### src/design/hta_pkg.sv
package hta_pkg;

  localparam int ENTRIES    = 64;
  localparam int COUNT_BITS = 8;
  localparam int IDX_W      = $clog2(ENTRIES);

  typedef enum logic [2:0] {
    KIND_CREATE = 3'd0,
    KIND_DELETE = 3'd1,
    KIND_GET    = 3'd2,
    KIND_QUERY  = 3'd3,
    KIND_OPEN   = 3'd4,
    KIND_CLOSE  = 3'd5
  } kind_t;

  typedef enum logic [1:0] {
    ST_OK      = 2'd0,
    ST_INVALID = 2'd1,
    ST_FULL    = 2'd2
  } status_t;

  typedef enum logic {
    S_IDLE = 1'b0,
    S_EXEC = 1'b1
  } state_t;

  typedef struct packed {
    logic [2:0]  kind;
    logic [5:0]  slot;
    logic [15:0] owner_id;
    logic [1:0]  owner_perm;
    logic [1:0]  others_perm;
  } hta_req_t;

  typedef struct packed {
    logic [1:0]  status;
    logic [5:0]  slot_out;
    logic [15:0] owner_out;
    logic [1:0]  owner_perm_out;
    logic [1:0]  others_perm_out;
    logic        is_open;
  } hta_rsp_t;

  typedef struct packed {
    logic [15:0]           owner;
    logic [1:0]            owner_perm;
    logic [1:0]            others_perm;
    logic [COUNT_BITS-1:0] count;
  } entry_t;

endpackage

### src/design/handle_table_allocator.sv
// Sequence: a request accepted at one clock edge has its entry read at that
//   edge, is executed and written back in the S_EXEC state, and has its
//   response strobe registered at the end of that state.
// Accept: no new request is taken during the read-modify-write of the
//   single-port entry memory (S_EXEC); busy is high during the execute cycle.
// Reset: rst_n synchronous active low frees every entry at once (valid flops
//   cleared); entry memory contents are not cleared. The receiver cannot stall.
module handle_table_allocator
  import hta_pkg::*;
(
  input  logic     clk,
  input  logic     rst_n,
  input  logic     start,
  output logic     busy,
  input  hta_req_t in_req,
  output logic     out_valid,
  output hta_rsp_t out_rsp
);

  entry_t mem [ENTRIES];

  state_t               state_r, state_nxt;
  logic [ENTRIES-1:0]   valid_r, valid_nxt;
  hta_req_t             req_r;
  entry_t               rd_r;
  logic [IDX_W-1:0]     free_idx_r, free_idx;
  logic                 full_r, full;
  logic                 out_valid_r, out_valid_nxt;
  hta_rsp_t             out_rsp_r, out_rsp_nxt;

  logic                 accept;
  logic [IDX_W-1:0]     idx;
  logic                 slot_ok;
  logic                 hit;
  logic                 mem_we;
  logic [IDX_W-1:0]     mem_waddr;
  entry_t               mem_wdata;

  assign accept    = start && (state_r == S_IDLE);
  assign busy      = (state_r == S_EXEC);
  assign out_valid = out_valid_r;
  assign out_rsp   = out_rsp_r;

  // lowest free entry
  always_comb begin
    free_idx = '0;
    full     = &valid_r;
    for (int i = ENTRIES - 1; i >= 0; i--) begin
      if (!valid_r[i]) begin
        free_idx = IDX_W'(i);
      end
    end
  end

  always_comb begin
    state_nxt = state_r;
    unique case (state_r)
      S_IDLE: begin
        if (accept) begin
          state_nxt = S_EXEC;
        end
      end
      S_EXEC:  state_nxt = S_IDLE;
      default: state_nxt = S_IDLE;
    endcase
  end

  assign idx     = IDX_W'(req_r.slot);
  assign slot_ok = 32'(req_r.slot) < ENTRIES;
  assign hit     = slot_ok && valid_r[idx] && (req_r.kind != KIND_CREATE) &&
                   (req_r.kind <= KIND_CLOSE);

  always_comb begin
    valid_nxt     = valid_r;
    mem_we        = 1'b0;
    mem_waddr     = idx;
    mem_wdata     = rd_r;
    out_valid_nxt = (state_r == S_EXEC);
    out_rsp_nxt   = '0;
    out_rsp_nxt.status   = ST_INVALID;
    out_rsp_nxt.slot_out = req_r.slot;
    if (state_r == S_EXEC) begin
      if (req_r.kind == KIND_CREATE) begin
        if (full_r) begin
          out_rsp_nxt.status   = ST_FULL;
          out_rsp_nxt.slot_out = '0;
        end else begin
          out_rsp_nxt.status     = ST_OK;
          out_rsp_nxt.slot_out   = 6'(free_idx_r);
          valid_nxt[free_idx_r]  = 1'b1;
          mem_we                 = 1'b1;
          mem_waddr              = free_idx_r;
          mem_wdata.owner        = req_r.owner_id;
          mem_wdata.owner_perm   = req_r.owner_perm;
          mem_wdata.others_perm  = req_r.others_perm;
          mem_wdata.count        = '0;
        end
      end else if (hit) begin
        out_rsp_nxt.status = ST_OK;
        case (req_r.kind)
          KIND_DELETE: valid_nxt[idx] = 1'b0;
          KIND_GET: begin
            out_rsp_nxt.owner_out       = rd_r.owner;
            out_rsp_nxt.owner_perm_out  = rd_r.owner_perm;
            out_rsp_nxt.others_perm_out = rd_r.others_perm;
          end
          KIND_QUERY: out_rsp_nxt.is_open = |rd_r.count;
          KIND_OPEN: begin
            mem_we = 1'b1;
            if (rd_r.count != '1) begin
              mem_wdata.count = rd_r.count + 1'b1;
            end
          end
          KIND_CLOSE: begin
            mem_we = 1'b1;
            if (rd_r.count != '0) begin
              mem_wdata.count = rd_r.count - 1'b1;
            end
          end
          default: mem_we = 1'b0;
        endcase
      end
    end
  end

  always_ff @(posedge clk) begin
    if (!rst_n) begin
      state_r     <= S_IDLE;
      valid_r     <= '0;
      out_valid_r <= 1'b0;
    end else begin
      state_r     <= state_nxt;
      valid_r     <= valid_nxt;
      out_valid_r <= out_valid_nxt;
    end
  end

  always_ff @(posedge clk) begin
    out_rsp_r <= out_rsp_nxt;
    if (accept) begin
      req_r      <= in_req;
      free_idx_r <= free_idx;
      full_r     <= full;
    end
  end

  always_ff @(posedge clk) begin
    if (accept) begin
      rd_r <= mem[IDX_W'(in_req.slot)];
    end
  end

  always_ff @(posedge clk) begin
    if (mem_we) begin
      mem[mem_waddr] <= mem_wdata;
    end
  end

endmodule

### config.mk
export PLATFORM = sky130hd
export DESIGN_NAME = handle_table_allocator
export DESIGN_NICKNAME = d
export VERILOG_FILES = /design/src/design/hta_pkg.sv /design/src/design/handle_table_allocator.sv
export SDC_FILE = /design/constraint.sdc
export NUM_CORES = 2
export LEC_CHECK = 0
export BUFFER_PORTS_ARGS = -buffer_cell sky130_fd_sc_hd__buf_2
export CAP_MARGIN = 20
export CORE_MARGIN = 2
export CORE_UTILIZATION = 41
export DETAILED_ROUTE_END_ITERATION = 7
export PLACE_DENSITY = 0.61
export SETUP_SLACK_MARGIN = 0.05
export SLEW_MARGIN = 15
export SYNTH_ARGS = -nofsm -noshare
export SYNTH_HDL_FRONTEND = slang
export SYNTH_SLANG_ARGS = --single-unit
### constraint.sdc
create_clock -name clk -period 5.15 [get_ports clk]
set_input_delay 1.03 -clock clk [delete_from_list [all_inputs] [get_ports clk]]
set_output_delay 1.03 -clock clk [all_outputs]
set_load 0.005 [all_outputs]
Word level (Yosys, flattened, before mapping)
Memories as Yosys holds them, arrays and structs flattened. A register that Yosys moved wholly into a read port is not among the register bits.
Cells that the tools add are included.
{"block": "word_totals", "ff_bits": 131, "mem_bits_rw": 1792, "wordCells": 166, "n_memories": 1}
{"name": "mem", "words": 64, "word_bits": 28, "read_ports": 1, "rd_ports_with_merged_regs": 1, "wr": 1, "line_no": "handle_table_allocator.sv:20", "source": "entry_t mem [ENTRIES];"}
{"block": "op_classes", "n_addsub": 2, "order_cmp": 5, "n_eq_ne": 7, "muxes": 102, "bitwise": 7, "n_reduce_logical": 21}
{"op": "64-bit 2-to-1 mux", "count": 4}
{"op": "6-bit 2-to-1 mux", "count": 36}
{"op": "5-bit 2-to-1 mux", "count": 16}
{"op": "64-bit AND", "count": 1}
{"op": "64-bit NOT", "count": 1}
{"op": "64-bit bitwise OR", "count": 1}
{"op": "64-bit AND reduction", "count": 1}
{"op": "28-bit 2-to-1 mux", "count": 2}
{"op": "21-bit 2-to-1 mux", "count": 2}
{"op": "20-bit 2-to-1 mux", "count": 2}
{"op": "8-bit 2-to-1 mux", "count": 5}
{"op": "4-bit 2-to-1 mux", "count": 8}
{"op": "32-bit AND reduction", "count": 1}
{"op": "27-bit 2-to-1 mux", "count": 1}
{"op": "8-bit one-hot mux with 2 select lines", "count": 1}
{"op": "16-bit AND reduction", "count": 1}
{"op": "6-bit by 7-bit less-than comparator with 1-bit output (second input constant)", "count": 2}
{"op": "1-bit 2-to-1 mux", "count": 14}
{"op": "1-bit demux with 6-bit select", "count": 2}
{"op": "6-bit by 1-bit >= comparator with 1-bit output (second input constant)", "count": 2}
{"op": "3-bit 2-to-1 mux", "count": 4}
{"op": "8-bit by 1-bit adder with 8-bit output (second input constant)", "count": 1}
{"op": "8-bit != test (second input constant)", "count": 1}
{"op": "4-bit AND reduction", "count": 2}
{"op": "other kinds (20)", "count": 33}

Logic depth before layout (Yosys ltp)
{"block": "depth", "depth_word": 63, "mapped_depth": 13, "ltp_nobuf": 9}

Least setup slack after synthesis
Ideal clock, no wire load.
{"block": "synth_path", "kind": "register to register", "from": "register req_r, in the netlist idx[1]", "to": "memory mem[0][2] in the netlist's numbering (data pin)", "arrival_time_ns": 4.846, "required_time_ns": 4.430, "setup_slack_ns": -0.415, "path_stages_with_launch": 12, "path_buffers": 4, "period_less_slack_ns": 5.565, "cell_sequence": "edfxtp_1 -> buf_6 -> buf_6 -> or3b_1 -> a21oi_1 -> o311ai_0 -> o211ai_1 -> and4bb_1 -> buf_6 -> or2_2 -> buf_2 -> o31ai_1"}
{"item": "start: declaration", "line_no": "handle_table_allocator.sv:24", "source": "hta_req_t req_r;"}
{"item": "start signal: assignment", "line_no": "handle_table_allocator.sv:141", "source": "req_r <= in_req;"}
{"item": "end: declaration", "line_no": "handle_table_allocator.sv:20"}

Final worst setup path
{"block": "layout_path", "from": "register req_r, in the netlist idx[2]", "to": "memory mem[4][26] in the netlist's numbering (enable)"}
{"block": "layout_between", "elab_chain_cells": 9}
{"item": "1-bit binary-select mux with 6-bit select", "line_no": "handle_table_allocator.sv:70", "source": "assign hit = slot_ok && valid_r[idx] && (req_r.kind != KIND_CREATE) &&"}
{"item": "1-bit 2-to-1 mux (not written as such)", "line_no": "handle_table_allocator.sv:70"}
{"item": "1-bit logical AND (2 in a row)", "line_no": "handle_table_allocator.sv:70"}
{"item": "1-bit 2-to-1 mux", "line_no": "handle_table_allocator.sv:98", "source": "end else if (hit) begin"}
{"item": "1-bit 2-to-1 mux", "line_no": "handle_table_allocator.sv:83", "source": "if (req_r.kind == KIND_CREATE) begin"}
{"item": "1-bit 2-to-1 mux", "line_no": "handle_table_allocator.sv:82", "source": "if (state_r == S_EXEC) begin"}
{"item": "1-bit 2-to-1 mux", "line_no": "handle_table_allocator.sv:154", "source": "if (mem_we) begin"}
{"item": "1-bit 2-to-1 mux (not written as such)", "line_no": "handle_table_allocator.sv:155", "source": "mem[mem_waddr] <= mem_wdata;"}
Parallel ways exist; a longest one is shown, timed or not. The select of a mux whose other input is x is not followed.

==> impl_metrics.tcl <==
set metrics [dict create \
    post_cts_resized 0 \
    cts_root_buffer "clkbuf_16" \
    dp.cells 5971 \
    synth_seq_cells 1951 \
    drive_gt1_share_pct 31.11 \
    insertion_delay_ns 0.83 \
    synth_area_um2 76000 \
    fin_cells 6331 \
    critPathTopFamily "simple AND/OR/NAND/NOR gates" \
    ys_warn_count 0 \
    clkTransAtPathRegs_ns 0.06 \
    first_global_vias 36990 \
    path_cells "nand2_2 > o22ai_1 > a222oi_1 > or3_1 > and4bb_1 > buf_4 > or3_1 > a21oi_4 > buf_4" \
    critical_path_class "flop to flop" \
    drt_iter0_markers 4386 \
    regArea_um2 57640 \
    syn_to_final_growth_pct 14.61 \
    syn_inst 3462 \
    multi_input_area_um2 18050 \
    holdBufCountCts 0 \
    dp_hpwl_mm 111.7 \
    synth_fp_nets 3496 \
    slowest_delay_ns 0.97 \
    placementRows 158 \
    ant_nets 0 \
    totalPowerFinal_w 0.03350 \
    drc 0 \
    worst_slew_pin_slew_ns 1.098 \
    nNetsFinal 3724 \
    fin_crit_ns 4.534 \
    fp.coreArea_um2 184800 \
    cts_inserted_buffers 195 \
    cp_num_buf_inv 2 \
    hold_viol_final 0 \
    ir_drop_v 0.0003867 \
    clock_path_buffers 3 \
    preCtsSetupSlack_ns 0.6256 \
    crit_path_top_delay_cell "edfxtp_1" \
    rr_startpoint "idx[2]$_DFFE_PP_" \
    min_from "in_req[3]" \
    cts_sinks 1951 \
    vias_per_cell 5.837 \
    die_h_um 434.5 \
    crit_path_start_kind "flop" \
    p_leak_nw 26.65 \
    setup_viol 0 \
    required_ns 5.61 \
    grt.overflow.total 0 \
    fin_skew_ns 0.04410 \
    routedWlPerCell_um 29.49 \
    num_vias 36960 \
    final_max_slew_viol_count 0 \
    grt_antenna_before_repair 11 \
    seq_area_frac_synth_pct 75.84 \
    max_cap_violations 0 \
    synth.distinct_cells 76 \
    boundaryPins 63 \
    dr.pass1.iters 6 \
    fillerInstances 14960 \
    fin_ws_ns 0.6163 \
    die_w_um 434.5 \
    port_buffers 62 \
    gp_congestion 0.8823 \
    syn_area_per_cell_um2 21.95 \
    async_reset_ff_share_pct 0 \
    outcome "finished clean" \
    power.density_nw_per_um2 384.6 \
    crit_fanout 28 \
    cts_tree "yes" \
    dominantRegCellSynth "edfxtp_1" \
    critPathLaunch "idx[2]$_DFFE_PP_" \
    initial_core_util_pct 41.11 \
    worstPathArrival_ns 4.99 \
    hold_class "input port to flop" \
    crit_path_end_kind "flop" \
    grt_max_degree 78 \
    synth-edff-count 1856 \
    grt_pass1_wl_mm 271.0 \
    rsz0062_at_grt "false" \
    grt_usage_pct 20.00 \
    cts-htree-levels 4 \
    dieArea_um2 188800 \
    fin_crit_sh_pct 88.03 \
    timing.fmax_mhz 220.6 \
    drt-total-wl_mm 186.7 \
    fin_util_pct 47.12 \
    cts_setup_buffers 0 \
    slew_headroom_pct 26.62 \
]
[stage by stage]
stage / TNS, ns / cell area, um2 / hold WS [ns]
2_1_floorplan: -46.11 / 76000 / 0.4479
3_3_place_gp: 0 / 80720 / 0.4759
3_5_place_dp: 0 / 80740 / 0.4828
4_1_cts: 0 / 87050 / 0.2757
5_1_grt: 0 / 87090 / 0.3062
6_report: 0 / 87100 / 0.3417
[sequential cells by signal, summed over array words and instances, names as in the netlist]
| register | count |
|---|---|
| mem | 1792 |
| valid_r | 64 |
| out_rsp | 29 |
| rd_r | 28 |
| req_r | 23 |
| free_idx_r | 6 |
| idx | 6 |
| busy | 1 |
| full_r | 1 |
| out_valid | 1 |
[cell usage in the layout, fill, tap and decap left out, types with 14 or more instances in the layout]
master,instances
nor3_2,17
nand3b_1,18
a21oi_1,31
edfxtp_1,1856
bufinv_16,14
inv_1,20
nand2_1,134
buf_2,58
and2_1,23
clkinv_1,40
nand4_1,26
clkbuf_16,198
clkinv_2,29
clkbuf_1,46
mux4_2,588
o211ai_1,52
nor2_1,25
nand3_1,34
nor3_1,16
buf_12,26
dfxtp_1,95
nor2_4,25
o21ai_0,97
a21oi_4,16
o311ai_0,21
buf_4,137
[cell type report]
type                            instances  share of cell area, %
Sequential cell                      1951                  66.17
Multi-Input combinational cell       1296                  20.72
Clock buffer                          251                  5.998
Tap cell                             2480                  3.563
Timing Repair Buffer                  226                  2.208
Clock inverter                        104                  1.243
Inverter                               20                0.08619
Antenna cell                            3               0.008619
[layer usage]
metal | vias up | part of all wire, % | wire length [um] | global-route usage (%)
met5 | - | 0.0070 | 13 | 0
met4 | 2 | 2.0 | 3786 | 4.833
met3 | 246 | 7.2 | 13370 | 3.660
met2 | 1359 | 48 | 89590 | 31.53
met1 | 20130 | 43 | 79940 | 29.02
li1 | 15220 | - | - | -
[worst paths after layout]
check,to,slack (ns),cells after the start
worst min-delay path,req_r[3]$_DFFE_PP_,0.34,1
worst max register to register,mem[4][26]$_DFFE_PP_,0.62,9
worst max-delay path,mem[4][26]$_DFFE_PP_,0.62,9
worst min register to register,out_rsp[17]$_SDFF_PP0_,0.49,1
[Yosys cell counts (20+ instances only)]
cell type / instances / area, um2
buf_2: 53 / 265.3
nor2_1: 50 / 187.7
nand3_1: 37 / 185.2
a21oi_1: 48 / 240.2
nand4_1: 26 / 162.7
o21ai_0: 100 / 500.5
clkbuf_1: 111 / 416.7
mux4_2: 588 / 13240
inv_1: 20 / 75.07
and2_1: 23 / 143.9
nor3_1: 33 / 165.2
o311ai_0: 21 / 183.9
edfxtp_1: 1856 / 55730
dfxtp_1: 95 / 1902
nand2_1: 145 / 544.3
o211ai_1: 52 / 390.4
[cells by family after synthesis]
| group | Yosys count | share of synthesized area (%) |
|---|---|---|
| AO/OA/AOI/OAI | 298 | 2.651 |
| adder cells (fa/ha/maj) | 2 | 0.03292 |
| buffers and inverters | 215 | 1.264 |
| flip-flops | 1951 | 75.84 |
| multiplexers | 603 | 17.63 |
| AND/OR/NAND/NOR | 393 | 2.580 |
[power by group]
part,switching [W],internal [W]
clock network,0.00605,0.00790
registers,0.0000670,0.0177
logic,0.00118,0.000639
Note: power is estimated with default switching activity, not from simulation.
